File: src/design/spd_edge_mem.sv
// Adjacency matrix store: one write port, one registered read port.
module spd_edge_mem #(
  parameter int MAX_VERTICES = 16,
  parameter int WEIGHT_BITS  = 16
) (
  input  logic                                    clk,
  input  logic                                    wr_en,
  input  logic [2*$clog2(MAX_VERTICES)-1:0]       wr_addr,
  input  logic [WEIGHT_BITS:0]                    wr_data,
  input  logic [2*$clog2(MAX_VERTICES)-1:0]       rd_addr,
  output logic [WEIGHT_BITS:0]                    rd_data
);
  localparam int EA_W  = 2 * $clog2(MAX_VERTICES);
  localparam int DEPTH = 1 << EA_W;

  logic [WEIGHT_BITS:0] mem [DEPTH];

  always_ff @(posedge clk) begin
    if (wr_en) begin
      mem[wr_addr] <= wr_data;
    end
    rd_data <= mem[rd_addr];
  end

endmodule

File: config.mk
export PLATFORM = sky130hd
export DESIGN_NAME = spd_edge_mem
export DESIGN_NICKNAME = d
export VERILOG_FILES = /design/src/design/spd_edge_mem.sv
export SDC_FILE = /design/constraint.sdc
export NUM_CORES = 2
export LEC_CHECK = 0
export BUFFER_PORTS_ARGS = -buffer_cell sky130_fd_sc_hd__buf_2
export CAP_MARGIN = 15
export CORE_MARGIN = 2
export CORE_UTILIZATION = 32
export CTS_CLUSTER_SIZE = 16
export DETAILED_ROUTE_END_ITERATION = 8
export SETUP_SLACK_MARGIN = 0.5
export SYNTH_ARGS = -nofsm -noshare
export SYNTH_HDL_FRONTEND = slang
export SYNTH_MEMORY_MAX_BITS = 65536
export SYNTH_SLANG_ARGS = --single-unit
File: constraint.sdc
create_clock -name clk -period 3.79 [get_ports clk]
set_clock_uncertainty 0.2 [all_clocks]
set_input_delay 0.5685 -clock clk [delete_from_list [all_inputs] [get_ports clk]]
set_output_delay 0.5685 -clock clk [all_outputs]
set_load 0.02 [all_outputs]
* Word-level counts from Yosys, hierarchy flattened
Memory sizes are Yosys's and may differ from the RTL's. A register that Yosys moved wholly into a read port is not among the register bits. Index checks and enable logic that the tools add are counted.
Storage, ports and cells: bits in writable memories 4352, output and inout port bits 17, word-level logic and storage cells 3, bits of input ports 35, memories kept 1, register bits 0
Cells by class: muxes and demuxes 2
Memory list:
- mem | words 256, bits a word 17, rd ports 1, clocked after memory_dff 1, write ports 1, RTL line 16 | logic [WEIGHT_BITS:0] mem [DEPTH];
Operator list (number):
- two-way mux 1 bit | 2

* Longest topological paths before layout
depth in word-level cells 2, mapped depth 13, mapped depth without buffers 7

* Worst setup path after synthesis
No wires, ideal clock.
path type input to register, start input port wr_addr[3], end memory mem[235][0] in the netlist's numbering, enable pin, cell stages on the path 6, arrival 2386 ps, required time 3199 ps, slack 813 ps, buffers on the path 3, setup time 391 ps, cells stage by stage clkbuf_1 > nor2b_1 > clkbuf_1 > nand4_1 > clkbuf_1 > nor2_1
RTL lines:
- start: declaration | RTL line 8 | input logic [2*$clog2(MAX_VERTICES)-1:0] wr_addr,
- end: declaration | RTL line 16
Straight into the memory's write port.

==> impl_metrics.json <==
{
  "grt_use_met3": 0.0358,
  "grtUsageMet1": 0.229,
  "ys_seq_area_frac": 0.772,
  "routedWlPerCell_um": 29.3,
  "syn_avg_cell_area_um2": 21.8,
  "io-pin-count": 52,
  "use_met2": 0.276,
  "antenna_found_initial": 50,
  "path_max_fanout": 13,
  "crit_type": "in -> reg",
  "placementRows": 267,
  "setup_violations": 0,
  "dieArea_mm2": 0.536,
  "grt_start_max_net_pins": 134,
  "num_vias": 85800,
  "overflow": 0,
  "post-route-drc-count": 0,
  "clk_path_buf_depth": 4,
  "fin_hold_ws_ns": 0.170,
  "arrival_ns": 4.14,
  "cts_max_level": 5,
  "cts_tree": "done",
  "min_to": "mem[235][0]$_DFFE_PP_",
  "yosys_warnings": 0,
  "dr.pass1.iters": 6,
  "dp_hpwl_um": 296000,
  "async_flop_share": 0,
  "grt_usage": 0.171,
  "final_area_mm2": 0.199,
  "cp.required_ns": 4.54,
  "fmax_ghz": 0.295,
  "rsz0062_at_grt": "no",
  "fp.dieW_um": 732,
  "syn2layout_area_growth_pct": 17.2,
  "ys_seq_elements": 4369,
  "vias_per_cell": 5.33,
  "min_period_over_period": 0.895,
  "grt.busiest_layer": "met2",
  "path_clk_slew_ns": 0.06,
  "cts.sinks": 4369,
  "coreArea_mm2": 0.528,
  "synth_area_mm2": 0.170,
  "grt_first_pass_wirelength_um": 663000,
  "start_util": 0.321,
  "power_mw": 102,
  "ys_types": 74,
  "hold_depth": 4,
  "synth_edf_count": 4352,
  "hold_viol": 0,
  "drive_gt1_frac": 0.303,
  "start_kind": "input pin",
  "hold_path_startpoint": "wr_addr[6]",
  "end_kind": "flip-flop",
  "hold_path_class": "in -> reg",
  "cts-buffers-inserted": 414,
  "fin_nets": 8771,
  "maxCapViolCount": 0,
  "clk_latency_ns": 1.01,
  "die_height_um": 732,
  "run_status": "finished clean",
  "rr_endpoint": "rd_data[9]$_DFF_P_",
  "r2r_cells": 8,
  "place_area_mm2": 0.184,
  "r2r-start": "mem[97][9]$_DFFE_PP_",
  "cts_root_buf": "clkbuf_16",
  "synthFlopType": "edfxtp_1",
  "postRouteAntennaNets": 0,
  "relSlewSlack": 0.140,
  "fin_crit_ns": 3.39,
  "syn_inst": 7797,
  "leakage_nw": 63.2,
  "routabilityCongestion": 0.900,
  "reg2reg_slack_ns": 0.49,
  "drt_wl_total_um": 473000,
  "drt_iter0_markers": 11900,
  "cts_setup_buffers": 0,
  "grt_pass1_vias": 86000,
  "peakVddDrop_mv": 0.474,
  "syn-num-nets": 7832,
  "drv_slew": 0,
  "tightest_slew_ns": 1.29,
  "worst_slack_ns": 0.397,
  "io_buffer_count": 51,
  "pwr_density_cell_mw_per_mm2": 515,
  "preCtsSetupSlack_ns": -0.659
}
-- routing by layer --
metal	vias to the layer above	share of wire
met1	45900	0.39
met3	777	0.096
met4	12	0.038
li1	34900	-
met5	-	0.00026
met2	4278	0.47
-- metrics by stage --
stage / util / TNS, ns / instances
finish: 0.376 / 0 / 16100
global route: 0.376 / 0 / 16100
CTS: 0.376 / 0 / 16100
detailed placement: 0.349 / -3.57 / 15300
global placement: 0.349 / -3.58 / 15300
floorplan: - / 0 / 7797
-- placed cells by master, fill, tap and decap left out, types with 26 or more instances in the layout --
cell / n
edfxtp_1: 4352
mux4_1: 46
diode_2: 26
mux2i_1: 509
clkinv_2: 75
clkinvlp_4: 27
clkbuf_1: 60
o221ai_1: 134
mux4_2: 897
buf_2: 29
bufinv_16: 65
nand2_1: 216
nor2_2: 190
o21ai_0: 42
a21oi_1: 108
nand3_1: 56
buf_4: 795
clkinv_1: 70
clkbuf_16: 418
a22oi_1: 33
o22ai_1: 186
nor2_1: 142
buf_12: 128
nor3_1: 109
-- power breakdown --
group          switching, mW  internal, mW  leakage, nW
combinational           3.50          2.09         17.0
sequential             0.147          53.3         39.3
clock                   18.4          24.9         6.90
-- cell families after synthesis --
| logic type | after synthesis | synth area share |
|---|---|---|
| DFF | 4369 | 0.772 |
| muxes | 1472 | 0.158 |
| and+or+nand+nor | 836 | 0.0219 |
| AOI/OAI and AO/OA | 649 | 0.0271 |
| buffers and inverters | 471 | 0.0214 |
-- worst max path at each step --
| stage | startpoint | endpoint | slack [ns] | cells after the start |
|---|---|---|---|---|
| global route | rd_addr[1] | rd_data[9]$_DFF_P_ | 0.51 | 12 |
| CTS | rd_addr[1] | rd_data[9]$_DFF_P_ | 0.55 | 12 |
| detailed placement | rd_addr[0] | rd_data[1]$_DFF_P_ | -0.66 | 12 |
| global placement | rd_addr[0] | rd_data[1]$_DFF_P_ | -0.66 | 12 |
| finish | rd_addr[1] | rd_data[9]$_DFF_P_ | 0.40 | 12 |
| floorplan | wr_addr[3] | mem[235][0]$_DFFE_PP_ | 0.81 | 6 |
-- repair_timing --
| action | CTS | global route |
|---|---|---|
| pin swaps | 0 | 0 |
| setup endpoints to repair | 1 | 1 |
| resized for setup | 1 | 1 |
| cloned | 0 | 0 |
| hold buffers | 17 | 0 |
| endpoints found under the hold margin | 757 | 0 |
-- cells in the mapped netlist, types with 5 or more instances --
master     instances  area share
a211oi_1          16     0.00071
a21oi_1          108      0.0032
a221oi_1           5     0.00026
a22o_1            13     0.00067
a22oi_1           33      0.0015
a311oi_1           6     0.00031
a31oi_1           14     0.00052
a32o_1             5     0.00029
a32oi_1            9     0.00046
and3_1             8     0.00029
and4_1             6     0.00031
buf_1             38     0.00084
buf_12            44      0.0052
buf_2             95      0.0028
buf_4             37      0.0016
buf_6             57      0.0038
buf_8             30      0.0027
clkbuf_1         150      0.0033
clkbuf_8          12     0.00097
dfxtp_1           17      0.0020
edfxtp_1        4352        0.77
mux2_2            20      0.0013
mux2i_1          509       0.030
mux4_1            46      0.0071
mux4_2           897        0.12
nand2_1          216      0.0048
nand3_1           65      0.0019
nand3b_1           6     0.00027
nand4_1           21     0.00077
nor2_1           333      0.0074
nor2b_1           14     0.00052
nor3_1           109      0.0032
nor3b_1            5     0.00022
nor4_1            14     0.00052
o2111ai_1          5     0.00026
o21ai_0           42      0.0012
o221ai_1         134      0.0069
o22a_1            11     0.00057
o22ai_1          186      0.0069
o311a_1           14     0.00083
o311ai_0          13     0.00067
o31ai_1            5     0.00022
or3_1             14     0.00052
-- cell type report --
| type | instances | area (µm²) |
|---|---|---|
| Fill cell | 47300 | 330000 |
| Sequential cell | 4369 | 131000 |
| Multi-Input combinational cell | 2957 | 35600 |
| Clock buffer | 484 | 10800 |
| Timing Repair Buffer | 989 | 9140 |
| Tap cell | 6994 | 8750 |
| Clock inverter | 284 | 3500 |
| Antenna cell | 26 | 65.1 |
| Inverter | 5 | 31.3 |
-- sequential cells by signal, summed over array words and instances (netlist names) --
register and count:
mem 4352, rd_data 17
-- worst max-delay path, stage by stage --
cell and delay [ns]:
buf_8 0.13, or2_4 0.40, buf_12 0.22, buf_4 0.17
o221ai_1 0.17, buf_4 0.15, o21ai_0 0.09, a32oi_1 0.65
nand4_1 0.30, nor4_1 0.87, buf_4 0.23, and3_1 0.14
No activity file was read; power rests on OpenSTA's default activity.
