### src/design/spd_pkg.sv
// Shared widths, command codes and sequencer states of the shortest-path block.
package spd_pkg;

  localparam int VTX_W       = 4;
  localparam int DIST_W      = 20;
  localparam int CFG_W       = 5;
  localparam int WIN_W       = 16;
  localparam int MAX_RESULTS = 16;
  localparam int RES_W       = $clog2(MAX_RESULTS);

  localparam logic [DIST_W-1:0] DIST_MAX     = 20'hFFFFF;
  localparam logic [CFG_W-1:0]  VCOUNT_RESET = 5'd16;

  localparam logic CMD_EDGE  = 1'b0;
  localparam logic CMD_QUERY = 1'b1;

  typedef enum logic [2:0] {
    ST_IDLE,
    ST_SEL,
    ST_SEL_DONE,
    ST_RELAX,
    ST_PATH_RD,
    ST_PATH_WR,
    ST_FAIL,
    ST_DONE_HOLD
  } spd_state_t;

endpackage

### src/design/spd_alu.sv
// Shared saturating adder and less-than comparator used by every scan step.
module spd_alu #(
  parameter int WEIGHT_BITS = 16
) (
  input  logic [spd_pkg::DIST_W-1:0] base,
  input  logic [WEIGHT_BITS-1:0]     addend,
  input  logic [spd_pkg::DIST_W-1:0] limit,
  output logic [spd_pkg::DIST_W-1:0] sum,
  output logic                       lt
);
  import spd_pkg::*;

  localparam int SW = ((DIST_W > WEIGHT_BITS) ? DIST_W : WEIGHT_BITS) + 1;

  logic [SW-1:0] full;

  always_comb begin
    full = SW'(base) + SW'(addend);
    // clamp path sums at the top of the distance range
    if (full > SW'(DIST_MAX)) begin
      sum = DIST_MAX;
    end else begin
      sum = DIST_W'(full);
    end
    lt = (sum < limit);
  end

endmodule

### config.mk
export PLATFORM = sky130hd
export DESIGN_NAME = spd_alu
export DESIGN_NICKNAME = d
export VERILOG_FILES = /design/src/design/spd_pkg.sv /design/src/design/spd_alu.sv
export SDC_FILE = /design/constraint.sdc
export NUM_CORES = 1
export LEC_CHECK = 0
export BUFFER_PORTS_ARGS = -buffer_cell sky130_fd_sc_hd__clkbuf_2
export CAP_MARGIN = 25
export CORE_MARGIN = 3
export CORE_UTILIZATION = 48
export DETAILED_ROUTE_END_ITERATION = 8
export PLACE_DENSITY = 0.85
export SLEW_MARGIN = 25
export SYNTH_ARGS = -nofsm -noshare
export SYNTH_HDL_FRONTEND = slang
export SYNTH_SLANG_ARGS = --single-unit
export TNS_END_PERCENT = 5
### constraint.sdc
create_clock -name vclk -period 8.91
set_clock_uncertainty 0.2 [all_clocks]
set_input_delay 2.673 -clock vclk [all_inputs]
set_output_delay 2.673 -clock vclk [all_outputs]
set_load 0.02 [all_outputs]
Yosys cells after proc, flatten, opt, wreduce, memory -nomap -nowiden --
Cells that the tools add are included.
Word-level totals: latch bits 0, output and inout bits 21, word-level logic and storage cells 4, memory bits (writable) 0, memories kept 0, bits in registers 0, ROM bits 0, input bits 56
Operators by class: multiply operators 0, bitwise operators 0, equal/unequal tests 0, order comparisons 2, $add $sub $neg 1, multiplexer cells 1, div/mod/pow operators 0, shift operators 0, reduce and logical (&&, ||, !) cells 0
Operators by type and width (count):
- adder 20 x 16 -> 21 bit | 1
- > comparator 21 x 20 -> 1 bit, second input constant | 1
- less-than comparator 20 bit | 1
- two-way mux 20 bit | 1

Logic depth before layout (Yosys ltp) --
Gate-level depths: netlist of the first run.
depth in word-level cells 4, gate-level depth with buffers 16, mapped depth without buffers 16

Least setup slack after synthesis of the first run --
No wires, ideal clock.
path kind in2out, from input base[0] (netlist name), to output lt, buffers on the path 1, data arrival time 5756 ps, slack 281 ps, stages 15, data required time 6037 ps, cell sequence ha_1 -> inv_1 -> fa_1 -> nor2b_4 -> o31a_1 -> o2111a_2 -> o211ai_4 -> buf_2 -> nand2_1 -> ha_1 -> a21o_1 -> a2111oi_0 -> nand3_1 -> nor3b_2 -> o21a_1
Between the ends: word-level cells in the longest chain between the ends 4
Ends and longest elaborated chain:
- start: declaration | line spd_alu.sv:5 | input logic [spd_pkg::DIST_W-1:0] base,
- adder 20 x 16 -> 21 bit * | line spd_alu.sv:18 | full = SW'(base) + SW'(addend);
- > comparator 21 x 20 -> 1 bit | line spd_alu.sv:20 | if (full > SW'(DIST_MAX)) begin
- two-way mux 20 bit * | line spd_alu.sv:20
- named net sum (one bit) | line spd_alu.sv:8 | output logic [spd_pkg::DIST_W-1:0] sum,
- less-than comparator 20 bit * | line spd_alu.sv:25 | lt = (sum < limit);
- end: declaration | line spd_alu.sv:9 | output logic lt
The timed path passes the listed nets; every way through them passes the cells marked *.

Final worst setup path of the first run --
from input base[0] (netlist name), to output lt
Between the ends: word-level cells in the longest chain between the ends 4
Ends and longest elaborated chain (line):
- adder 20 x 16 -> 21 bit * | spd_alu.sv:18
- > comparator 21 x 20 -> 1 bit | spd_alu.sv:20
- two-way mux 20 bit * | spd_alu.sv:20
- less-than comparator 20 bit * | spd_alu.sv:25
Mark *: on every way between the ends. The rest lies on a longest branch, timed or not.

==> run_results.csv, run 1 <==
group,metric,value,unit
synth,ys_warn_count,0,
synth,ys_seq_area_share,0,%
route,drt_wl_total,4010,um
sta,slew_violations,0,
sta,period_minus_slack,8.68,ns
synth,syn_area_per_cell,7.20,sq um
floorplan,row_count,19,
sta,tightest_slew,0.466,ns
sta,tns,0,ns
route,drt_iter0_markers,74,
floorplan,coreArea,0.00281,sq mm
route,routedWlPerCell,12.9,um
hold_path,hold_class,"input port to output pin",
worst_setup_path,cp-start-kind,"input port",
floorplan,dieArea,0.00369,sq mm
power,power_density,92.1,mW/mm^2
cells_and_area,n_clock_buffer,0,
worst_setup_path,timing_worst_setup_path_type,"input port to output pin",
worst_setup_path,cp-end-kind,"output pin",
cells_and_area,drive_above_1_share,32.3,%
power,leakagePower,1.07,nW
power,p_switching,0.000103,W
sta,rsz0062_at_grt,"false",
global_routing,grt_pass1_wl,6250,um
run,drv_cap,0,
sta,setup_viol,0,
synth,syn-num-nets,292,
cells_and_area,seq_area,0,sq um
place,placed_cells,306,
place,gp_congestion,0.870,
power,pwr-share-comb,100.0,%
worst_setup_path,cp_slowest_cell,"a2111oi_2",
synth,ys_types,38,
cells_and_area,flops_and_latches,0,
power,total_power,0.000175,W
floorplan,ios,77,
route,vias,1734,
synth,synth.top_cell.area_share,30.4,%
sta,fin_crit_sh,97.4,%
worst_setup_path,cp.arrival,5.80,ns
floorplan,start_util,51.3,%
worst_setup_path,path_cells,"clkbuf_2, ha_1, inv_1, fa_2, nor2b_4, o31a_1, o2111a_2, o211ai_4, nand2_1, ha_1, a21o_1, a2111oi_2, nand3_1, nor3b_2, o21a_1, clkbuf_2",
power,power.share.sequential,0,%
route,viasPerCell,5.59,
worst_setup_path,cp_data_required_time,6.04,ns
worst_setup_path,cp_max_fo,6,
power,p_int,0.0000721,W
hold_path,min-delay-start,"base[16]",
cells_and_area,insertedDiodeCount,0,
power,ir_worst_vdd,0.0430,mV
synth,synth.cell_area,0.00144,sq mm
sta,hold_viol,0,
worst_setup_path,slowest_delay,0.34,ns
synth,synth_top_area_cell,"ha_1",
synth,synth_most_common_cell,"ha_1",
sta,clock.fmax,115,MHz
synth,synthTopCellsByCount,"ha_1 (35), inv_1 (23), nand2_1 (18)",
route,dr.pass1.iters,4,
cells_and_area,fin_area,0.00190,sq mm
run_status,status,"finished, final reports clean",
cells_and_area,area_growth,32.0,%
cells_and_area,final_cell_count_no_fill,310,
global_routing,antenna_found_initial,0,
synth,yosys-top-cells-area,"ha_1 (30%), inv_1 (6.0%), o21ai_0 (4.9%)",
worst_setup_path,crit_start,"base[0]",
power,swShare,58.8,%
cells_and_area,final_nets,373,
global_routing,grt_max_degree,14,
route,ant_nets,0,
power,power.share.clock,0,%
floorplan,die_h,60.8,um
worst_setup_path,endpoint,"lt",
floorplan,die_w,60.8,um
place,dpl.hpwl,3550,um
global_routing,grt_overflow,0,
global_routing,grt_pass1_vias,1554,
global_routing,grt_usage,21.1,%
place,post_dp_cell_area,0.00186,sq mm
sta,max_slew_margin,68.7,%
route,remaining_drc_errors,0,
synth,syn_inst,200,
place,port_buffers,77,
-- worst max-delay path: cells and delay by family --
kind | cells | cell delay, ns
adders and majority gates | 3 | 0.77
and+or+nand+nor | 4 | 0.47
AOI/OAI and AO/OA | 6 | 1.56
buffers and inverters | 3 | 0.32
-- power by group through the flow --
stage / Sequential, W / Clock, W / Combinational (W)
6_report: 0 / 0 / 0.000175
5_1_grt: 0 / 0 / 0.000197
4_1_cts: 0 / 0 / 0.000171
3_5_place_dp: 0 / 0 / 0.000170
3_3_place_gp: 0 / 0 / 0.000168
2_1_floorplan: 0 / 0 / 0.000119
-- timing repair --
action | CTS | global route
resized for setup | 0 | 5
buffers inserted | 0 | 3
endpoints found under the setup margin | 0 | 1
hold buffers | 0 | 0
-- kinds of logic after synthesis --
family | synth area share, %
XOR/XNOR | 6.08
adder cells (fa/ha/maj) | 31.8
multiplexers | 1.56
buffers and inverters | 7.04
AND/OR/NAND/NOR | 20.4
AO/OA/AOI/OAI | 33.1
-- per-stage QoR --
step           hold slack (ns)  setup WS [ns]  utilization [%]
4_1_cts                   5.54         0.0874             66.2
2_1_floorplan             5.29          0.281                -
6_report                  5.54          0.234             67.8
5_1_grt                   5.58         0.0165             67.8
3_3_place_gp              5.54          0.217             66.2
3_5_place_dp              5.54         0.0954             66.2
-- per-layer routing --
layer	global-route usage (%)	up-vias	wire length, um
met4	1.24	0	18
met2	39.1	48	2000
met5	0	-	0
met1	28.5	782	1850
li1	-	902	-
met3	0.426	2	138
-- worst min path at each step --
| stage | slack (ns) | cells past startpoint | to |
|---|---|---|---|
| after floorplan | 5.29 | 1 | sum[16] |
| after global placement | 5.54 | 3 | sum[16] |
| after detailed placement | 5.54 | 3 | sum[16] |
| after CTS | 5.54 | 3 | sum[16] |
| after global routing | 5.58 | 3 | sum[16] |
| final | 5.54 | 3 | sum[16] |
-- cell type report --
| type | instances | area [sq um] |
|---|---|---|
| Timing Repair Buffer | 81 | 415 |
| Inverter | 23 | 86.3 |
| Multi-Input combinational cell | 175 | 1360 |
| Fill cell | 268 | 905 |
| Tap cell | 31 | 38.8 |
-- cell usage in the layout, fill, tap and decap left out, types with 2 or more instances in the layout --
cell type   n
clkbuf_2   77
ha_1       35
inv_1      23
nand2_1    18
nor2_1     14
o21ai_0    12
o21a_1      8
a21oi_1     8
a21o_1      7
nand4_1     6
a211oi_1    6
o21ai_1     5
xor2_1      5
xnor2_1     5
nor3_1      5
a31oi_1     4
o21bai_1    4
nand2b_1    4
buf_4       4
nand3_1     3
a221oi_1    3
o31a_1      2
and3_1      2
nor2b_1     2
o211ai_2    2
mux2_1      2
(Power assumes the default switching activity.)
==> run 2: changes to the inputs <==
==> constraint.sdc (replaced) <==
create_clock -name vclk -period 8.93
set_clock_uncertainty 0.2 [all_clocks]
set_input_delay 2.679 -clock vclk [all_inputs]
set_output_delay 2.679 -clock vclk [all_outputs]
set_load 0.02 [all_outputs]
==> run 2 against run 1 <==
  * Highest routed layer unchanged
  * Critical endpoint unchanged
  * Final area up 1.3%
  * Worst setup slack got worse by 0.060 ns
  * Largest cell class unchanged
  * Non-clock buffer count is 2 higher
  * Cell count grew 0.65%
==> run_results.csv, run 2 (synthesis gave the netlist of run 1 again) <==
group,metric,value,unit
run,drv_cap,0,
sta,fin_crit_sh,98.0,%
floorplan,die_h,60.8,um
worst_setup_path,cp-end-kind,"output pin",
worst_setup_path,cp-start-kind,"input port",
floorplan,row_count,19,
route,ant_nets,0,
sta,setup_slack,0.174,ns
worst_setup_path,crit_cells,18,
place,port_buffers,77,
sta,slew_violations,0,
floorplan,start_util,51.3,%
place,gp_congestion,0.870,
hold_path,hold_class,"input port to output pin",
global_routing,grt_max_degree,14,
worst_setup_path,cp_data_required_time,6.05,ns
route,routedWlPerCell,13.1,um
global_routing,antenna_found_initial,0,
sta,tns,0,ns
place,dpl.hpwl,3550,um
place,dp_slack,0.111,ns
worst_setup_path,crit_start,"base[0]",
cells_and_area,n_clock_buffer,0,
route,viasPerCell,5.59,
worst_setup_path,timing_worst_setup_path_type,"input port to output pin",
route,remaining_drc_errors,0,
route,vias,1744,
global_routing,grt_pass1_wl,6210,um
worst_setup_path,slowest_delay,0.34,ns
run_status,status,"finished, final reports clean",
cells_and_area,layout_commonest_cell,"clkbuf_2",
power,leakagePower,1.08,nW
worst_setup_path,path_cells,"clkbuf_2, ha_1, inv_1, fa_2, nor2b_4, o31a_1, o2111a_2, o211ai_4, buf_4, nand2_1, ha_1, a211oi_1, o21ai_0, o2111ai_1, o31ai_1, o21ai_0, o21a_1, clkbuf_2",
worst_setup_path,crit_buf_inv,4,
worst_setup_path,endpoint,"lt",
worst_setup_path,cp_slowest_cell,"o31a_1",
cells_and_area,layout_common_cells,"clkbuf_2 (77), ha_1 (35), inv_1 (23), nand2_1 (18), nor2_1 (14)",
floorplan,coreArea,0.00281,sq mm
sta,setup_viol,0,
power,power_density,92.6,mW/mm^2
floorplan,ios,77,
worst_setup_path,cp.arrival,5.88,ns
cells_and_area,final_nets,375,
global_routing,grt_usage,21.0,%
sta,period_minus_slack,8.76,ns
cells_and_area,post-route-util,68.6,%
cells_and_area,flops_and_latches,0,
global_routing,grt_overflow,0,
clock_tree,hold_buffers,0,
sta,clock.fmax,114,MHz
worst_setup_path,path_delay_family,"compound AO/OA/AOI/OAI gates",
sta,tightest_slew,0.454,ns
route,drt_iter0_markers,109,
sta,max_slew_margin,69.5,%
floorplan,die_w,60.8,um
cells_and_area,area_growth,33.7,%
cells_and_area,seq_area,0,sq um
power,total_power,0.000178,W
global_routing,grt_pass1_vias,1533,
sta,hold_viol,0,
route,dr.pass1.iters,4,
cells_and_area,insertedDiodeCount,0,
power,ir_worst_vdd,0.0452,mV
worst_setup_path,cp_max_fo,5,
cells_and_area,drive_above_1_share,33.5,%
route,drt_wl_total,4070,um
floorplan,dieArea,0.00369,sq mm
run 2: cell types whose count changed in the layout (fill, tap and decap cells not counted), sizes merged:
| cell | previous run | this run |
|---|---|---|
| buf | 4 | 6 |
run 2: through the flow:
step / hold WS, ns / std cells / instance area (sq um)
after global placement: 5.56 / 306 / 1860
after detailed placement: 5.55 / 306 / 1860
after floorplan: 5.30 / 200 / 1440
final: 5.56 / 312 / 1930
after CTS: 5.55 / 306 / 1860
after global routing: 5.59 / 312 / 1930
run 2: repair_timing:
action | in CTS | in global routing
resized for setup | 0 | 7
buffers inserted | 0 | 5
hold endpoints to repair | 0 | 0
endpoints found under the setup margin | 0 | 1
run 2: worst min path at each step:
stage          cells past startpoint     start      end  slack [ns]
6_report                           3  base[16]  sum[16]        5.56
3_5_place_dp                       3  base[16]  sum[16]        5.55
4_1_cts                            3  base[16]  sum[16]        5.55
3_3_place_gp                       3  base[16]  sum[16]        5.56
2_1_floorplan                      1  base[16]  sum[16]        5.30
5_1_grt                            3  base[16]  sum[16]        5.59
run 2: per-layer routing:
metal	vias up	track usage [%]	wire length (um)
li1	907	-	-
met1	787	27.7	1850
met2	46	38.8	2030
met3	4	1.28	155
met4	0	1.86	36
met5	-	0	0
run 2: cell type report:
cell class | instances | area, sq um
Timing Repair Buffer | 83 | 430
Tap cell | 31 | 38.8
Multi-Input combinational cell | 175 | 1370
Fill cell | 265 | 880
Inverter | 23 | 86.3
run 2: power breakdown:
part           switching (W)  leakage, nW  internal, W
logic               0.000104         1.08    0.0000738
registers                  0            0            0
clock network              0            0            0
