===== src/design/spd_pkg.sv =====
// Shared widths, command codes and sequencer states of the shortest-path block.
package spd_pkg;

  localparam int VTX_W       = 4;
  localparam int DIST_W      = 20;
  localparam int CFG_W       = 5;
  localparam int WIN_W       = 16;
  localparam int MAX_RESULTS = 16;
  localparam int RES_W       = $clog2(MAX_RESULTS);

  localparam logic [DIST_W-1:0] DIST_MAX     = 20'hFFFFF;
  localparam logic [CFG_W-1:0]  VCOUNT_RESET = 5'd16;

  localparam logic CMD_EDGE  = 1'b0;
  localparam logic CMD_QUERY = 1'b1;

  typedef enum logic [2:0] {
    ST_IDLE,
    ST_SEL,
    ST_SEL_DONE,
    ST_RELAX,
    ST_PATH_RD,
    ST_PATH_WR,
    ST_FAIL,
    ST_DONE_HOLD
  } spd_state_t;

endpackage


===== src/design/spd_ifs.sv =====
// Request and result channel interfaces of the shortest-path block.
interface spd_in_if;
  import spd_pkg::*;

  logic             valid;
  logic             ready;
  logic             cmd;
  logic [VTX_W-1:0] from_vertex;
  logic [VTX_W-1:0] to_vertex;
  logic [WIN_W-1:0] weight;
  logic             edge_present;

  modport source (output valid, cmd, from_vertex, to_vertex, weight, edge_present,
                  input ready);
  modport sink   (input valid, cmd, from_vertex, to_vertex, weight, edge_present,
                  output ready);
endinterface

interface spd_out_if;
  import spd_pkg::*;

  logic              valid;
  logic              ready;
  logic [VTX_W-1:0]  path_vertex;
  logic [DIST_W-1:0] path_distance;
  logic              reachable;
  logic              last;

  modport source (output valid, path_vertex, path_distance, reachable, last,
                  input ready);
  modport sink   (input valid, path_vertex, path_distance, reachable, last,
                  output ready);
endinterface


===== src/design/spd_ctrl.sv =====
// Sequencer: edge writes, vertex selection and relaxation scans, path walk.
module spd_ctrl #(
  parameter int MAX_VERTICES = 16,
  parameter int WEIGHT_BITS  = 16
) (
  input  logic                                clk,
  input  logic                                rst_n,
  input  logic [spd_pkg::CFG_W-1:0]           cfg_vertex_count,
  spd_in_if.sink                              in_ch,
  spd_out_if.source                           out_ch,
  output logic                                edge_we,
  output logic [2*$clog2(MAX_VERTICES)-1:0]   edge_waddr,
  output logic [WEIGHT_BITS:0]                edge_wdata,
  output logic [2*$clog2(MAX_VERTICES)-1:0]   edge_raddr,
  input  logic [WEIGHT_BITS:0]                edge_rdata,
  output logic [spd_pkg::DIST_W-1:0]          alu_base,
  output logic [WEIGHT_BITS-1:0]              alu_addend,
  output logic [spd_pkg::DIST_W-1:0]          alu_limit,
  input  logic [spd_pkg::DIST_W-1:0]          alu_sum,
  input  logic                                alu_lt
);
  import spd_pkg::*;

  localparam int VIDX_W = $clog2(MAX_VERTICES);
  localparam int CNT_W  = $clog2(MAX_VERTICES + 1);
  localparam int CW     = (CNT_W > CFG_W) ? CNT_W : CFG_W;
  localparam int NODE_W = DIST_W + VIDX_W;
  localparam int NDEPTH = 1 << VIDX_W;

  spd_state_t state_r, state_nxt;

  logic [CNT_W-1:0]        n_r, n_nxt;
  logic [CNT_W-1:0]        cnt_r, cnt_nxt;
  logic [VIDX_W-1:0]       src_r, src_nxt;
  logic [VIDX_W-1:0]       dst_r, dst_nxt;
  logic [VTX_W-1:0]        dst_raw_r, dst_raw_nxt;
  logic [VIDX_W-1:0]       cur_r, cur_nxt;
  logic [DIST_W-1:0]       best_r, best_nxt;
  logic                    found_r, found_nxt;
  logic [MAX_VERTICES-1:0] settled_r, settled_nxt;
  logic [MAX_VERTICES-1:0] reached_r, reached_nxt;
  logic [RES_W-1:0]        k_r, k_nxt;
  logic [VIDX_W-1:0]       p_r, p_nxt;

  logic                    ov_r, ov_nxt;
  logic [VTX_W-1:0]        ovtx_r, ovtx_nxt;
  logic [DIST_W-1:0]       odist_r, odist_nxt;
  logic                    oreach_r, oreach_nxt;
  logic                    olast_r, olast_nxt;

  // distance and predecessor per vertex, packed {pred, dist}
  logic [NODE_W-1:0] node_mem [NDEPTH];
  logic [NODE_W-1:0] node_rd_r;
  logic              node_we;
  logic [VIDX_W-1:0] node_waddr;
  logic [NODE_W-1:0] node_wdata;
  logic [VIDX_W-1:0] node_raddr;

  logic [CW-1:0]     cfg_ext;
  logic [CNT_W-1:0]  n_eff;
  logic              in_acc;
  logic              query_bad;
  logic              edge_in_range;
  logic              proc_on;
  logic [VIDX_W-1:0] proc_idx;
  logic              scan_end;
  logic [DIST_W-1:0] dist_rd;
  logic [VIDX_W-1:0] pred_rd;
  logic              e_present;
  logic [WEIGHT_BITS-1:0] e_weight;
  logic              sel_take;
  logic              relax_upd;
  logic              slot_free;
  logic              path_end;

  // clamp the configured count into 1..MAX_VERTICES
  always_comb begin
    cfg_ext = CW'(cfg_vertex_count);
    if (cfg_ext == '0) begin
      n_eff = CNT_W'(1);
    end else if (cfg_ext > CW'(MAX_VERTICES)) begin
      n_eff = CNT_W'(MAX_VERTICES);
    end else begin
      n_eff = CNT_W'(cfg_ext);
    end
  end

  assign in_acc        = in_ch.valid && in_ch.ready;
  assign query_bad     = (CW'(in_ch.from_vertex) >= CW'(n_eff)) ||
                         (CW'(in_ch.to_vertex) >= CW'(n_eff));
  assign edge_in_range = (CW'(in_ch.from_vertex) < CW'(MAX_VERTICES)) &&
                         (CW'(in_ch.to_vertex) < CW'(MAX_VERTICES));
  assign proc_on       = (cnt_r != '0);
  assign proc_idx      = VIDX_W'(cnt_r - CNT_W'(1));
  assign scan_end      = (cnt_r == n_r);
  assign dist_rd       = node_rd_r[DIST_W-1:0];
  assign pred_rd       = node_rd_r[DIST_W +: VIDX_W];
  assign e_present     = edge_rdata[WEIGHT_BITS];
  assign e_weight      = edge_rdata[WEIGHT_BITS-1:0];
  assign sel_take      = proc_on && !settled_r[proc_idx] && reached_r[proc_idx] &&
                         (!found_r || alu_lt);
  assign relax_upd     = proc_on && !settled_r[proc_idx] && e_present &&
                         (!reached_r[proc_idx] || alu_lt);
  assign slot_free     = !ov_r || out_ch.ready;
  assign path_end      = (p_r == src_r) || (k_r == RES_W'(MAX_RESULTS - 1));

  // next state
  always_comb begin
    state_nxt = state_r;
    unique case (state_r)
      ST_IDLE: begin
        if (in_acc && (in_ch.cmd == CMD_QUERY)) begin
          state_nxt = query_bad ? ST_FAIL : ST_SEL;
        end
      end
      ST_SEL: begin
        if (scan_end) begin
          state_nxt = ST_SEL_DONE;
        end
      end
      ST_SEL_DONE: begin
        priority if (!found_r) begin
          state_nxt = ST_FAIL;
        end else if (cur_r == dst_r) begin
          state_nxt = ST_PATH_RD;
        end else begin
          state_nxt = ST_RELAX;
        end
      end
      ST_RELAX: begin
        if (scan_end) begin
          state_nxt = ST_SEL;
        end
      end
      ST_PATH_RD: begin
        state_nxt = ST_PATH_WR;
      end
      ST_PATH_WR: begin
        if (slot_free) begin
          state_nxt = path_end ? ST_IDLE : ST_PATH_RD;
        end
      end
      ST_FAIL: begin
        if (slot_free) begin
          state_nxt = ST_IDLE;
        end
      end
      ST_DONE_HOLD: begin
        state_nxt = ST_IDLE;
      end
    endcase
  end

  // datapath and memory controls
  always_comb begin
    n_nxt       = n_r;
    cnt_nxt     = cnt_r;
    src_nxt     = src_r;
    dst_nxt     = dst_r;
    dst_raw_nxt = dst_raw_r;
    cur_nxt     = cur_r;
    best_nxt    = best_r;
    found_nxt   = found_r;
    settled_nxt = settled_r;
    reached_nxt = reached_r;
    k_nxt       = k_r;
    p_nxt       = p_r;
    ov_nxt      = ov_r;
    ovtx_nxt    = ovtx_r;
    odist_nxt   = odist_r;
    oreach_nxt  = oreach_r;
    olast_nxt   = olast_r;

    node_we    = 1'b0;
    node_waddr = proc_idx;
    node_wdata = {cur_r, alu_sum};
    node_raddr = VIDX_W'(cnt_r);

    edge_we    = 1'b0;
    edge_waddr = {VIDX_W'(in_ch.from_vertex), VIDX_W'(in_ch.to_vertex)};
    edge_wdata = in_ch.edge_present ? {1'b1, WEIGHT_BITS'(in_ch.weight)} : '0;
    edge_raddr = {cur_r, VIDX_W'(cnt_r)};

    // shared unit: compare in selection, add and compare in relaxation
    if (state_r == ST_RELAX) begin
      alu_base   = best_r;
      alu_addend = e_weight;
      alu_limit  = dist_rd;
    end else begin
      alu_base   = dist_rd;
      alu_addend = '0;
      alu_limit  = best_r;
    end

    if (ov_r && out_ch.ready) begin
      ov_nxt = 1'b0;
    end

    unique case (state_r)
      ST_IDLE: begin
        if (in_acc) begin
          if (in_ch.cmd == CMD_EDGE) begin
            edge_we = edge_in_range;
          end else begin
            n_nxt       = n_eff;
            src_nxt     = VIDX_W'(in_ch.from_vertex);
            dst_nxt     = VIDX_W'(in_ch.to_vertex);
            dst_raw_nxt = in_ch.to_vertex;
            cnt_nxt     = '0;
            found_nxt   = 1'b0;
            settled_nxt = '0;
            reached_nxt = '0;
            if (!query_bad) begin
              reached_nxt[VIDX_W'(in_ch.from_vertex)] = 1'b1;
              node_we    = 1'b1;
              node_waddr = VIDX_W'(in_ch.from_vertex);
              node_wdata = {VIDX_W'(in_ch.from_vertex), {DIST_W{1'b0}}};
            end
          end
        end
      end
      ST_SEL: begin
        if (sel_take) begin
          best_nxt  = dist_rd;
          cur_nxt   = proc_idx;
          found_nxt = 1'b1;
        end
        if (!scan_end) begin
          cnt_nxt = cnt_r + CNT_W'(1);
        end
      end
      ST_SEL_DONE: begin
        if (found_r) begin
          settled_nxt[cur_r] = 1'b1;
        end
        cnt_nxt = '0;
        p_nxt   = dst_r;
        k_nxt   = '0;
      end
      ST_RELAX: begin
        if (relax_upd) begin
          node_we               = 1'b1;
          reached_nxt[proc_idx] = 1'b1;
        end
        if (scan_end) begin
          cnt_nxt   = '0;
          found_nxt = 1'b0;
        end else begin
          cnt_nxt = cnt_r + CNT_W'(1);
        end
      end
      ST_PATH_RD: begin
        node_raddr = p_r;
      end
      ST_PATH_WR: begin
        node_raddr = p_r;
        if (slot_free) begin
          ov_nxt     = 1'b1;
          ovtx_nxt   = VTX_W'(p_r);
          odist_nxt  = dist_rd;
          oreach_nxt = 1'b1;
          olast_nxt  = path_end;
          if (!path_end) begin
            p_nxt = pred_rd;
            k_nxt = k_r + RES_W'(1);
          end
        end
      end
      ST_FAIL: begin
        if (slot_free) begin
          ov_nxt     = 1'b1;
          ovtx_nxt   = dst_raw_r;
          odist_nxt  = '0;
          oreach_nxt = 1'b0;
          olast_nxt  = 1'b1;
        end
      end
      ST_DONE_HOLD: begin
      end
    endcase
  end

  always_ff @(posedge clk) begin
    if (!rst_n) begin
      state_r   <= ST_IDLE;
      ov_r      <= 1'b0;
      settled_r <= '0;
      reached_r <= '0;
      found_r   <= 1'b0;
      cnt_r     <= '0;
    end else begin
      state_r   <= state_nxt;
      ov_r      <= ov_nxt;
      settled_r <= settled_nxt;
      reached_r <= reached_nxt;
      found_r   <= found_nxt;
      cnt_r     <= cnt_nxt;
    end
  end

  always_ff @(posedge clk) begin
    n_r       <= n_nxt;
    src_r     <= src_nxt;
    dst_r     <= dst_nxt;
    dst_raw_r <= dst_raw_nxt;
    cur_r     <= cur_nxt;
    best_r    <= best_nxt;
    k_r       <= k_nxt;
    p_r       <= p_nxt;
    ovtx_r    <= ovtx_nxt;
    odist_r   <= odist_nxt;
    oreach_r  <= oreach_nxt;
    olast_r   <= olast_nxt;
  end

  always_ff @(posedge clk) begin
    if (node_we) begin
      node_mem[node_waddr] <= node_wdata;
    end
    node_rd_r <= node_mem[node_raddr];
  end

  assign in_ch.ready          = (state_r == ST_IDLE);
  assign out_ch.valid         = ov_r;
  assign out_ch.path_vertex   = ovtx_r;
  assign out_ch.path_distance = odist_r;
  assign out_ch.reachable     = oreach_r;
  assign out_ch.last          = olast_r;

endmodule


===== src/flat_wrapper.sv =====
// flat-port wrapper written by rule: the top's interface ports become plain ports
module spd_ctrl_flat import spd_pkg::*;
#(
  parameter int MAX_VERTICES = 16,
  parameter int WEIGHT_BITS  = 16
)
  (clk, rst_n, cfg_vertex_count, edge_we, edge_waddr, edge_wdata, edge_raddr, edge_rdata, alu_base, alu_addend, alu_limit, alu_sum, alu_lt, in_ch_valid, in_ch_cmd, in_ch_from_vertex, in_ch_to_vertex, in_ch_weight, in_ch_edge_present, in_ch_ready, out_ch_valid, out_ch_path_vertex, out_ch_path_distance, out_ch_reachable, out_ch_last, out_ch_ready);
  spd_in_if in_ch_i ();
  spd_out_if out_ch_i ();
  input  logic clk;
  input  logic rst_n;
  input  logic [spd_pkg::CFG_W-1:0] cfg_vertex_count;
  output logic edge_we;
  output logic [2*$clog2(MAX_VERTICES)-1:0] edge_waddr;
  output logic [WEIGHT_BITS:0] edge_wdata;
  output logic [2*$clog2(MAX_VERTICES)-1:0] edge_raddr;
  input  logic [WEIGHT_BITS:0] edge_rdata;
  output logic [spd_pkg::DIST_W-1:0] alu_base;
  output logic [WEIGHT_BITS-1:0] alu_addend;
  output logic [spd_pkg::DIST_W-1:0] alu_limit;
  input  logic [spd_pkg::DIST_W-1:0] alu_sum;
  input  logic alu_lt;
  input wire logic [$bits(in_ch_i.valid)-1:0] in_ch_valid;
  input wire logic [$bits(in_ch_i.cmd)-1:0] in_ch_cmd;
  input wire logic [$bits(in_ch_i.from_vertex)-1:0] in_ch_from_vertex;
  input wire logic [$bits(in_ch_i.to_vertex)-1:0] in_ch_to_vertex;
  input wire logic [$bits(in_ch_i.weight)-1:0] in_ch_weight;
  input wire logic [$bits(in_ch_i.edge_present)-1:0] in_ch_edge_present;
  output wire logic [$bits(in_ch_i.ready)-1:0] in_ch_ready;
  output wire logic [$bits(out_ch_i.valid)-1:0] out_ch_valid;
  output wire logic [$bits(out_ch_i.path_vertex)-1:0] out_ch_path_vertex;
  output wire logic [$bits(out_ch_i.path_distance)-1:0] out_ch_path_distance;
  output wire logic [$bits(out_ch_i.reachable)-1:0] out_ch_reachable;
  output wire logic [$bits(out_ch_i.last)-1:0] out_ch_last;
  input wire logic [$bits(out_ch_i.ready)-1:0] out_ch_ready;
  assign in_ch_i.valid = in_ch_valid;
  assign in_ch_i.cmd = in_ch_cmd;
  assign in_ch_i.from_vertex = in_ch_from_vertex;
  assign in_ch_i.to_vertex = in_ch_to_vertex;
  assign in_ch_i.weight = in_ch_weight;
  assign in_ch_i.edge_present = in_ch_edge_present;
  assign in_ch_ready = in_ch_i.ready;
  assign out_ch_valid = out_ch_i.valid;
  assign out_ch_path_vertex = out_ch_i.path_vertex;
  assign out_ch_path_distance = out_ch_i.path_distance;
  assign out_ch_reachable = out_ch_i.reachable;
  assign out_ch_last = out_ch_i.last;
  assign out_ch_i.ready = out_ch_ready;
  spd_ctrl #(.MAX_VERTICES(MAX_VERTICES), .WEIGHT_BITS(WEIGHT_BITS)) u_core (.clk(clk), .rst_n(rst_n), .cfg_vertex_count(cfg_vertex_count), .in_ch(in_ch_i), .out_ch(out_ch_i), .edge_we(edge_we), .edge_waddr(edge_waddr), .edge_wdata(edge_wdata), .edge_raddr(edge_raddr), .edge_rdata(edge_rdata), .alu_base(alu_base), .alu_addend(alu_addend), .alu_limit(alu_limit), .alu_sum(alu_sum), .alu_lt(alu_lt));
endmodule

===== config.mk =====
export PLATFORM = sky130hd
export DESIGN_NAME = spd_ctrl_flat
export DESIGN_NICKNAME = d
export VERILOG_FILES = /design/src/design/spd_pkg.sv /design/src/design/spd_ifs.sv /design/src/design/spd_ctrl.sv /design/src/flat_wrapper.sv
export SDC_FILE = /design/constraint.sdc
export NUM_CORES = 1
export LEC_CHECK = 0
export BUFFER_PORTS_ARGS = -buffer_cell sky130_fd_sc_hd__buf_2
export CAP_MARGIN = 20
export CORE_MARGIN = 3
export CORE_UTILIZATION = 30
export CTS_CLUSTER_DIAMETER = 150
export CTS_CLUSTER_SIZE = 12
export DETAILED_ROUTE_END_ITERATION = 10
export PLACE_DENSITY_LB_ADDON = 0.15
export SLEW_MARGIN = 20
export SYNTH_ARGS = -nofsm -noshare
export SYNTH_HDL_FRONTEND = slang
export SYNTH_SLANG_ARGS = --single-unit

===== constraint.sdc =====
create_clock -name clk -period 8.2 [get_ports clk]
set_input_delay 0.82 -clock clk [delete_from_list [all_inputs] [get_ports clk]]
set_output_delay 0.82 -clock clk [all_outputs]
set_load 0.05 [all_outputs]

; Word-level counts from Yosys, hierarchy flattened
; Memory sizes are Yosys's and may differ from the RTL's. A register that Yosys moved wholly into a read port is not among the register bits.
; Cells that the tools add are included.
[word_totals]
register_bits = 113
mem_count = 1
ramBits = 384
output_inout_bits = 118
inputBits = 73
elab_cells = 179
[op_classes]
n_bitwise = 2
mux = 84
magnitude_cmp = 9
addsub = 3
n_eq_ne = 23
n_reduce_logical = 40
[memory_table]
columns = name, depth, width, read_ports, rd_ports_with_merged_regs, write_ports, line
row1 = u_core.node_mem, 16, 24, 1, 1, 1, spd_ctrl.sv:52  ; logic [NODE_W-1:0] node_mem [NDEPTH];
[op_table]
columns = op, count
row1 = 16-bit two-way mux, 8
row2 = 24-bit two-way mux, 4
row3 = 20-bit two-way mux, 4
row4 = 16-bit one-hot mux with 2 select lines, 2
row5 = 4-bit two-way mux, 11
row6 = 20-bit one-hot mux with 2 select lines, 1
row7 = 16-bit OR, 2
row8 = 5-bit two-way mux, 6
row9 = 3-bit two-way mux, 9
row10 = 1-bit two-way mux, 24
row11 = 3-bit one-hot mux with 8 select lines, 1
row12 = 4-bit one-hot mux with 2 select lines, 3
row13 = 5-bit one-hot mux with 4 select lines, 1
row14 = 17-bit two-way mux, 1
row15 = 4-bit by 5-bit < comparator with 1-bit output (second input constant), 3
row16 = 2-bit by 1-bit != test with 1-bit output (second input constant), 7
row17 = 1-bit demux with 4-bit select, 3
row18 = 3-bit == test (second input constant), 4
row19 = 4-bit by 1-bit >= comparator with 1-bit output (second input constant), 3
row20 = 4-bit AND reduction, 3
row21 = 1-bit logical AND, 11
row22 = 4-bit by 5-bit >= comparator with 1-bit output, 2
row23 = 2-bit != test (second input constant), 5
row24 = 5-bit AND reduction, 2
row25 = 23 further kinds, 41

; Depth between registers and ports, before layout
; Gate-level depths: netlist of run 1.
[logic_depth]
ltp_word = 11
ltp_mapped = 13
mapped_depth_nobuf = 10

; Worst setup path before layout of run 1
; No wires, ideal clock.
[synth_path]
kind = register -> register
from = reg u_core.state_r[0]
to = mem u_core.node_mem[15][0] in the netlist's numbering, enable pin
t_required_ns = 7.784
stages_incl_launch_ff = 8
setup_time_ns = 0.416
arrival_time_ns = 4.172
path_slack_ns = 3.612
n_path_buf = 2
synth_period_minus_slack_ns = 4.588
path_cell_list = dfxtp_1 -> buf_1 -> nor3_1 -> nand3_1 -> inv_1 -> clkbuf_1 -> nand3_1 -> a22oi_1
[synth_via]
elab_chain_len = 6
word_cells_on_any_way = 9
classes_between = 1 x eq/ne / 6 x mux / 2 x reduce/logical
[synth_lines]
columns = element, line
row1 = start: declaration, spd_ctrl.sv:30  ; spd_state_t state_r, state_nxt;
row2 = start signal: assignment, spd_ctrl.sv:292  ; state_r <= state_nxt;
row3 = 3-bit logical NOT *, spd_ctrl.sv:323  ; assign in_ch.ready = (state_r == ST_IDLE);
row4 = named net in_ch_ready, flat_wrapper.sv:29  ; output wire logic [$bits(in_ch_i.ready)-1:0] in_ch_ready;
row5 = 1-bit logical AND, spd_ctrl.sv:88  ; assign in_acc = in_ch.valid && in_ch.ready;
row6 = 1-bit two-way mux, spd_ctrl.sv:201  ; if (in_acc) begin
row7 = 1-bit one-hot mux with 2 select lines, spd_ctrl.sv:199  ; unique case (state_r)
row8 = 1-bit two-way mux, spd_ctrl.sv:317  ; if (node_we) begin
row9 = 1-bit two-way mux (implied by the code), spd_ctrl.sv:318  ; node_mem[node_waddr] <= node_wdata;
row10 = end: declaration, spd_ctrl.sv:52
; Mark *: on every way through the listed nets, which the timed path passes. The rest lies on a longest branch.

; Final worst setup path of run 1
[layout_path]
from = reg u_core.cnt_r[1]
to = mem u_core.node_mem[9][5] in the netlist's numbering, enable pin
[layout_via]
elab_chain_len = 11
word_cells_on_any_way = 20
classes_between = 1 x add/sub / 12 x mux / 7 x reduce/logical
[layout_lines]
columns = element, line
row1 = start: declaration, spd_ctrl.sv:33  ; logic [CNT_W-1:0] cnt_r, cnt_nxt;
row2 = start signal: assignment, spd_ctrl.sv:297  ; cnt_r <= cnt_nxt;
row3 = 4-bit by 1-bit subtractor with 4-bit output, spd_ctrl.sv:94  ; assign proc_idx = VIDX_W'(cnt_r - CNT_W'(1));
row4 = 1-bit binary-select mux with 4-bit select, spd_ctrl.sv:102  ; assign relax_upd = proc_on && !settled_r[proc_idx] && e_present &&
row5 = 1-bit two-way mux (implied by the code), spd_ctrl.sv:102
row6 = 1-bit logical NOT, spd_ctrl.sv:102
row7 = 1-bit logical AND (3 in a row), spd_ctrl.sv:102
row8 = 1-bit two-way mux, spd_ctrl.sv:241  ; if (relax_upd) begin
row9 = 1-bit one-hot mux with 2 select lines, spd_ctrl.sv:199
row10 = 1-bit two-way mux, spd_ctrl.sv:317
row11 = 1-bit two-way mux (implied by the code), spd_ctrl.sv:318
; Parallel ways exist; a longest one is shown, timed or not. The select of a mux whose other input is x is not followed.

==> metrics, run 1 <==
CTS tree=yes; synthesized flop and latch total=between 500 and 600; Fill cells=6,794; vias in the first global route=around 13,000; Skew-Pair Late Insertion Delay=0.60 ns; total congestion overflow=0; Max Clk Rate=0.229 GHz; Residual DRC=0; part of the cycle the worst path needs=53.3%; RePlAce Congestion=0.794; antenna viol nets, final=0; DR vias=around 12,000; status=finished clean; initial antenna violation count=1; Main synth FF type=edfxtp_1; RSZ-0062 raised after global routing=false; number of inserted diodes=0; syn_nets=1,447; drt wl/cell=approximately 22 µm; H-tree depth=2; Syn Area/Cell=~16 µm²; Starting Density=30.5%; I/O Pins=191; Die Y=274 µm; Hold WC Path Type=flop to flop; HPWL Detailed=35,900 µm; Post-CTS Setup Bufs=0; post-synthesis instance total=between 1,000 and 1,500; largest net degree at the start of global routing=97; fraction of layout cells with a size suffix above 1=between 20% and 30%; clk slew on worst S/H paths=0.06 ns; area leader, netlist=edfxtp_1; min Tclk post-route=4.37 ns; Core ar.=70,600 µm²; die area=75,100 µm²; CP Max Fanout=24; Arr. time, crit path=4.61 ns; router iterations before antenna repair=5; Leak=0.00864 µW; number of enable flip-flop cells after synthesis=455; Setup CP Type=flop to flop; initial DRC count=965; # hold bufs at CTS=0; Gates resized, CTS repair=0; P&R area growth vs syn=16.6%; Row Count=97; first-pass GRT wire length=84,300 µm; Worst Setup Start Kind=flop; CP Capture Type=flop; Seq/Total Area, Yosys=between 60% and 70%; synthesized area=21,500 µm²; width of the die=274 µm; CTS buffer count=49; GRT Overall Usage=between 10% and 20%; Synth area leaders=edfxtp_1, mux4_2, dfxtp_1; clock tree buffer depth=3; Ys Warns=0; Max-Cap Viols=0; final core area utilization=35.5%; distinct cell type count of the synthesized netlist=66; Setup TNS Final=0 ns; max-slew violation count=0; Vias/cell=4.96; Max Clock Skew=0.0244 ns; top-area cell type share of the netlist area=~63%; final wirelength=56,600 µm; NumNets Final=1,644; WP data required=8.44 ns; final hold violations=0; ys async rst share=0%; pwr/cell area=287 nW/µm²; root buffer cell=clkbuf_16; Slew headroom=30.4%; Final setup violation count=0; clock sink total=about 520; VDD IR max=0.305 mV; Least-Margin Pin Slew=around 1.0 ns; port bufs=190
[logic make-up after synthesis]
| family | share of synthesized area, % |
|---|---|
| simple gates | 9.10 |
| buf+inv | 2.28 |
| mux | 11.9 |
| flops | 69.6 |
| compound gates | 5.56 |
| xor+xnor | 0.813 |
| fa+ha+maj | 0.813 |
[where the power goes]
| group | switching [µW] | total, µW | internal (µW) |
|---|---|---|---|
| logic | 1210 | 1910 | 708 |
| clock network | 952 | 2050 | 1100 |
| registers | 128 | 3240 | 3110 |
| total | 2290 | 7210 | 4930 |
[metrics by stage]
step                instance area (µm²)  cells  hold slack (ns)  worst slack [ns]  power [µW]
floorplan                         21500   1360            0.428              3.61        4680
global placement                  23700   2445            0.447              3.86        5250
detailed placement                23700   2445            0.454              3.80        5250
CTS                               25100   2519            0.455              3.80        7330
global route                      25100   2520            0.463              3.51        7580
finish                            25100   2520            0.462              3.83        7210
[layout by cell type (no fill, tap or decap), types with 15 or more instances in the layout]
master / netlist / layout
a211oi_1: 28 / 28
a21oi_1: 34 / 33
a22oi_2: 0 / 16
a31oi_1: 37 / 37
and2_1: 78 / 78
buf_2: 15 / 190
buf_4: 20 / 41
clkbuf_1: 47 / 22
clkbuf_16: 0 / 49
dfxtp_1: 66 / 66
edfxtp_1: 455 / 455
mux4_2: 98 / 98
nand2_1: 184 / 184
nand3_1: 25 / 24
nor2_1: 46 / 45
nor2b_1: 27 / 18
o21ai_0: 15 / 15
[worst max-delay path: stages (launching register included)]
cell and delay (ns):
dfxtp_1 0.73, inv_1 0.18, ha_1 0.67, mux4_2 0.57, o21ai_0 0.11, a211oi_1 0.17
nor3b_1 0.52, nand3_1 0.38, a22oi_2 0.25, buf_4 0.38
[per-layer routing]
layer  GRT usage (%)  up-vias  part of all wire (%)
li1                -     5626                     -
met1            22.1     6444                    49
met2            23.2      359                    45
met3            2.63       61                   5.4
met4            3.03        2                   1.4
met5               0        -                 0.035
[final timing paths]
kind              cells past startpoint                 from  slack, ns               endpoint
setup / recovery                      9      u_core.cnt_r[1]       3.83  u_core.node_mem[9][5]
hold / removal                        2  u_core.settled_r[9]       0.46    u_core.settled_r[9]
setup reg to reg                      9      u_core.cnt_r[1]       3.83  u_core.node_mem[9][5]
hold reg to reg                       2  u_core.settled_r[9]       0.46    u_core.settled_r[9]
[cells in the mapped netlist (12+ instances only)]
master and n:
edfxtp_1 455, nand2_1 184, mux4_2 98, and2_1 78, dfxtp_1 66, clkbuf_1 47, nor2_1 46, a31oi_1 37
a21oi_1 34, a211oi_1 28, nor2b_1 27, nand3_1 25, buf_4 20, a22oi_1 17, buf_2 15, o21ai_0 15
a311oi_1 14, ha_1 14, mux2_2 14, inv_1 13, nor3_1 13, xnor2_1 12
[final cells by class]
type	count	area, µm²	area share, %
sequential	521	15000	59.7
multi-input combinational	737	6230	24.8
clock buffer	71	1310	5.21
timing repair buffer	233	1300	5.17
tap	940	1180	4.68
inverter	15	56.3	0.224
clock inverter	3	48.8	0.194
[sequential cells by signal, summed over array words and instances (netlist names), 5 cells and up]
signal	count
u_core.node_mem	384
u_core.out_ch.path_distance	20
u_core.best_r	20
u_core.node_rd_r	24
u_core.n_r	5
u_core.reached_r	16
u_core.settled_r	16
u_core.cnt_r	5
Power figures use the tool's default switching activity.
==> inputs of run 2 (changes only) <==
ABC_AREA = 1   (was unset)
clock period = 3.65 ns   (was 8.2 ns; I/O delays follow)
==> run 2 against run 1 <==
Count of clock-buffer cells in the layout increased by 16. Largest power group unchanged. Sequential cell count unchanged. Highest routed layer is now met4. Critical path type is now input port to flop. Cell count increased by 27%. Setup slack got worse by 3.6 ns.
==> metrics, run 2 <==
Starting Density=30.4%; Skew-Pair Late Insertion Delay=0.63 ns; Placed Area=24,800 µm²; Inst Count DP=3,106; ys async rst share=0%; Die Y=278 µm; NumNets Final=2,290; clock tree buffer depth=3; R2R depth=16; commonest non-fill, non-tap cells in the layout=edfxtp_1, nand2_1, nor2_1; Gates resized, CTS repair=0; Setup WS pre-CTS=0.0933 ns; Hold WC Path Type=input port to flop; most common cell after layout, fill and taps aside=edfxtp_1; initial antenna violation count=1; Residual DRC=0; GR peak layer=met2; number of enable flip-flop cells after synthesis=455; M1 GR Usage=24.5%; most flop-heavy register=u_core.node_mem; met3 Use GR=2.99%; met2 usage=26.3%; port bufs=190; reg2reg start=u_core.cnt_r[0]; CP Max Fanout=19; die area=between 70,000 and 80,000 µm²; hold wc startpoint=cfg_vertex_count[1]; DR vias=15,567; count leader, synth=edfxtp_1; largest net degree at the start of global routing=129; most common library cells after synthesis=edfxtp_1, nor2_1, nand2_1; largest registers=u_core.node_mem: 384 flops, u_core.node_rd_r: 24 flops; max-slew violation count=0; I/O Pins=191; HPWL Detailed=approximately 44,000 µm; Vias/cell=approximately 4.9; number of inserted diodes=0; status=finished clean; fraction of layout cells with a size suffix above 1=18.6%; Leak=just under 0.01 µW; part of the cycle the worst path needs=93.1%; area leader, netlist=edfxtp_1; Slew headroom=36.2%; setup slack, reg-to-reg=about 0.52 ns; Fill cells=7,177; GRT Overall Usage=16.9%; VDD IR max=between 0.4 and 0.5 mV; pwr/cell area=681 nW/µm²; Syn Area/Cell=11.2 µm²; CP Capture Type=flop; Max Clk Rate=just under 0.3 GHz; distinct cell type count of the synthesized netlist=42; WHS Endpoint=u_core.n_r[1]; WP data required=3.95 ns; Least-Margin Pin Slew=~0.96 ns; final hold violations=0; Final Cell Area=26,300 µm²; vias in the first global route=15,743; final wirelength=66,100 µm; clk slew on worst S/H paths=around 0.070 ns; min Tclk post-route=3.40 ns; initial DRC count=about 1,300; worst setup margin=0.254 ns; reg-to-reg endpoint=u_core.node_mem[14][6]; synthesized flop and latch total=521; Main synth FF type=edfxtp_1; cell count of the worst hold path=3; drt wl/cell=20.6 µm; Final setup violation count=0; Worst Setup Start Kind=input port; first-pass GRT wire length=100,000 µm; post-synthesis instance total=1,992; Setup TNS Final=0 ns; width of the die=278 µm; root buffer cell=clkbuf_16; CTS tree=yes; Largest register FFs=384; top-area cell type share of the netlist area=61.5%; H-tree depth=2; CTS buffer count=49; Ys Warns=0; syn_nets=about 2,100; clock sink total=between 500 and 600; Finished Layout Cells=approximately 3,200; RePlAce Congestion=0.834; Seq/Total Area, Yosys=67.4%; RSZ-0062 raised after global routing=false; Row Count=99; total congestion overflow=0; worst hold slack=0.128 ns; Max Clock Skew=between 0.03 and 0.04 ns; Arr. time, crit path=3.69 ns; router iterations before antenna repair=5; Core ar.=73,200 µm²; Synth area leaders=edfxtp_1, dfxtp_1, nor2_1; synthesized area=22,200 µm²; P&R area growth vs syn=18.5%; Max-Cap Viols=0; Setup CP Type=input port to flop; antenna viol nets, final=0
[run 2: changes by cell type in the layout (fill, tap and decap cells not counted), sizes merged, moves of 28 or more]
cell,change
o21ai,+265
nor2,+231
inv,+192
o221ai,+68
buf,+45
mux4,-103
nand3,+54
a31oi,-35
a211oi,-28
and2,-78
nand2,+91
[run 2: stage by stage]
step                power (µW)  utilization, %
finish                   17900            36.0
floorplan                11300               -
detailed placement       13200            33.9
CTS                      18100            36.0
global placement         13300            33.9
global route             18900            36.0
[run 2: logic make-up after synthesis]
kind of cell    after synthesis  synth area share [%]
compound gates              466                  12.5
xor+xnor                     14                 0.552
fa+ha+maj                    14                 0.788
buf+inv                     330                  6.35
flops                       521                  67.4
mux                           1                0.0451
simple gates                646                  12.4
[run 2: layer usage]
layer	wire length [µm]	vias to the layer above
met4	1400	0
met1	31700	7637
met5	0	-
met3	3600	86
li1	-	7396
met2	29400	448
[run 2: final cells by class]
cell class / count / area [µm²] / share of cell area [%]
Clock buffer: 87 / 1370 / 5.20
Inverter: 207 / 785 / 2.98
Timing Repair Buffer: 283 / 1910 / 7.26
Tap cell: 959 / 1200 / 4.56
Multi-Input combinational cell: 1141 / 5980 / 22.7
Clock inverter: 4 / 88.8 / 0.338
Sequential cell: 521 / 15000 / 56.9
[run 2: critical path, cell delays in order]
cell           delay [ns]
dlygate4sd3_1        0.54
buf_2                0.15
o21ai_0              0.37
ha_1                 0.32
nor2_1               0.13
o21ai_1              0.07
nand2_1              0.06
nand3_1              0.09
nand2_1              0.15
nand2_2              0.25
o21ai_1              0.34
nand2_1              0.30
nor2_4               0.33
buf_12               0.22
[run 2: repair_timing]
item                       in CTS  in global routing
setup buffers                   0                  0
hold endpoints to repair        5                  0
hold buffers                    5                  0
setup endpoints to repair       0                  0
[run 2: worst max path at each step]
stage                             start  slack, ns                     end
global placement    cfg_vertex_count[0]       0.18  u_core.node_mem[8][11]
floorplan           cfg_vertex_count[0]       0.17   u_core.node_mem[1][0]
CTS                 cfg_vertex_count[4]       0.28   u_core.node_mem[8][5]
detailed placement  cfg_vertex_count[1]       0.09   u_core.node_mem[8][3]
finish              cfg_vertex_count[4]       0.25   u_core.node_mem[8][5]
global route        cfg_vertex_count[4]       0.02   u_core.node_mem[8][5]
[run 2: where the power goes]
group          switching [µW]  internal [µW]
clock network            2260           2560
registers                 276           7110
logic                    4210           1510
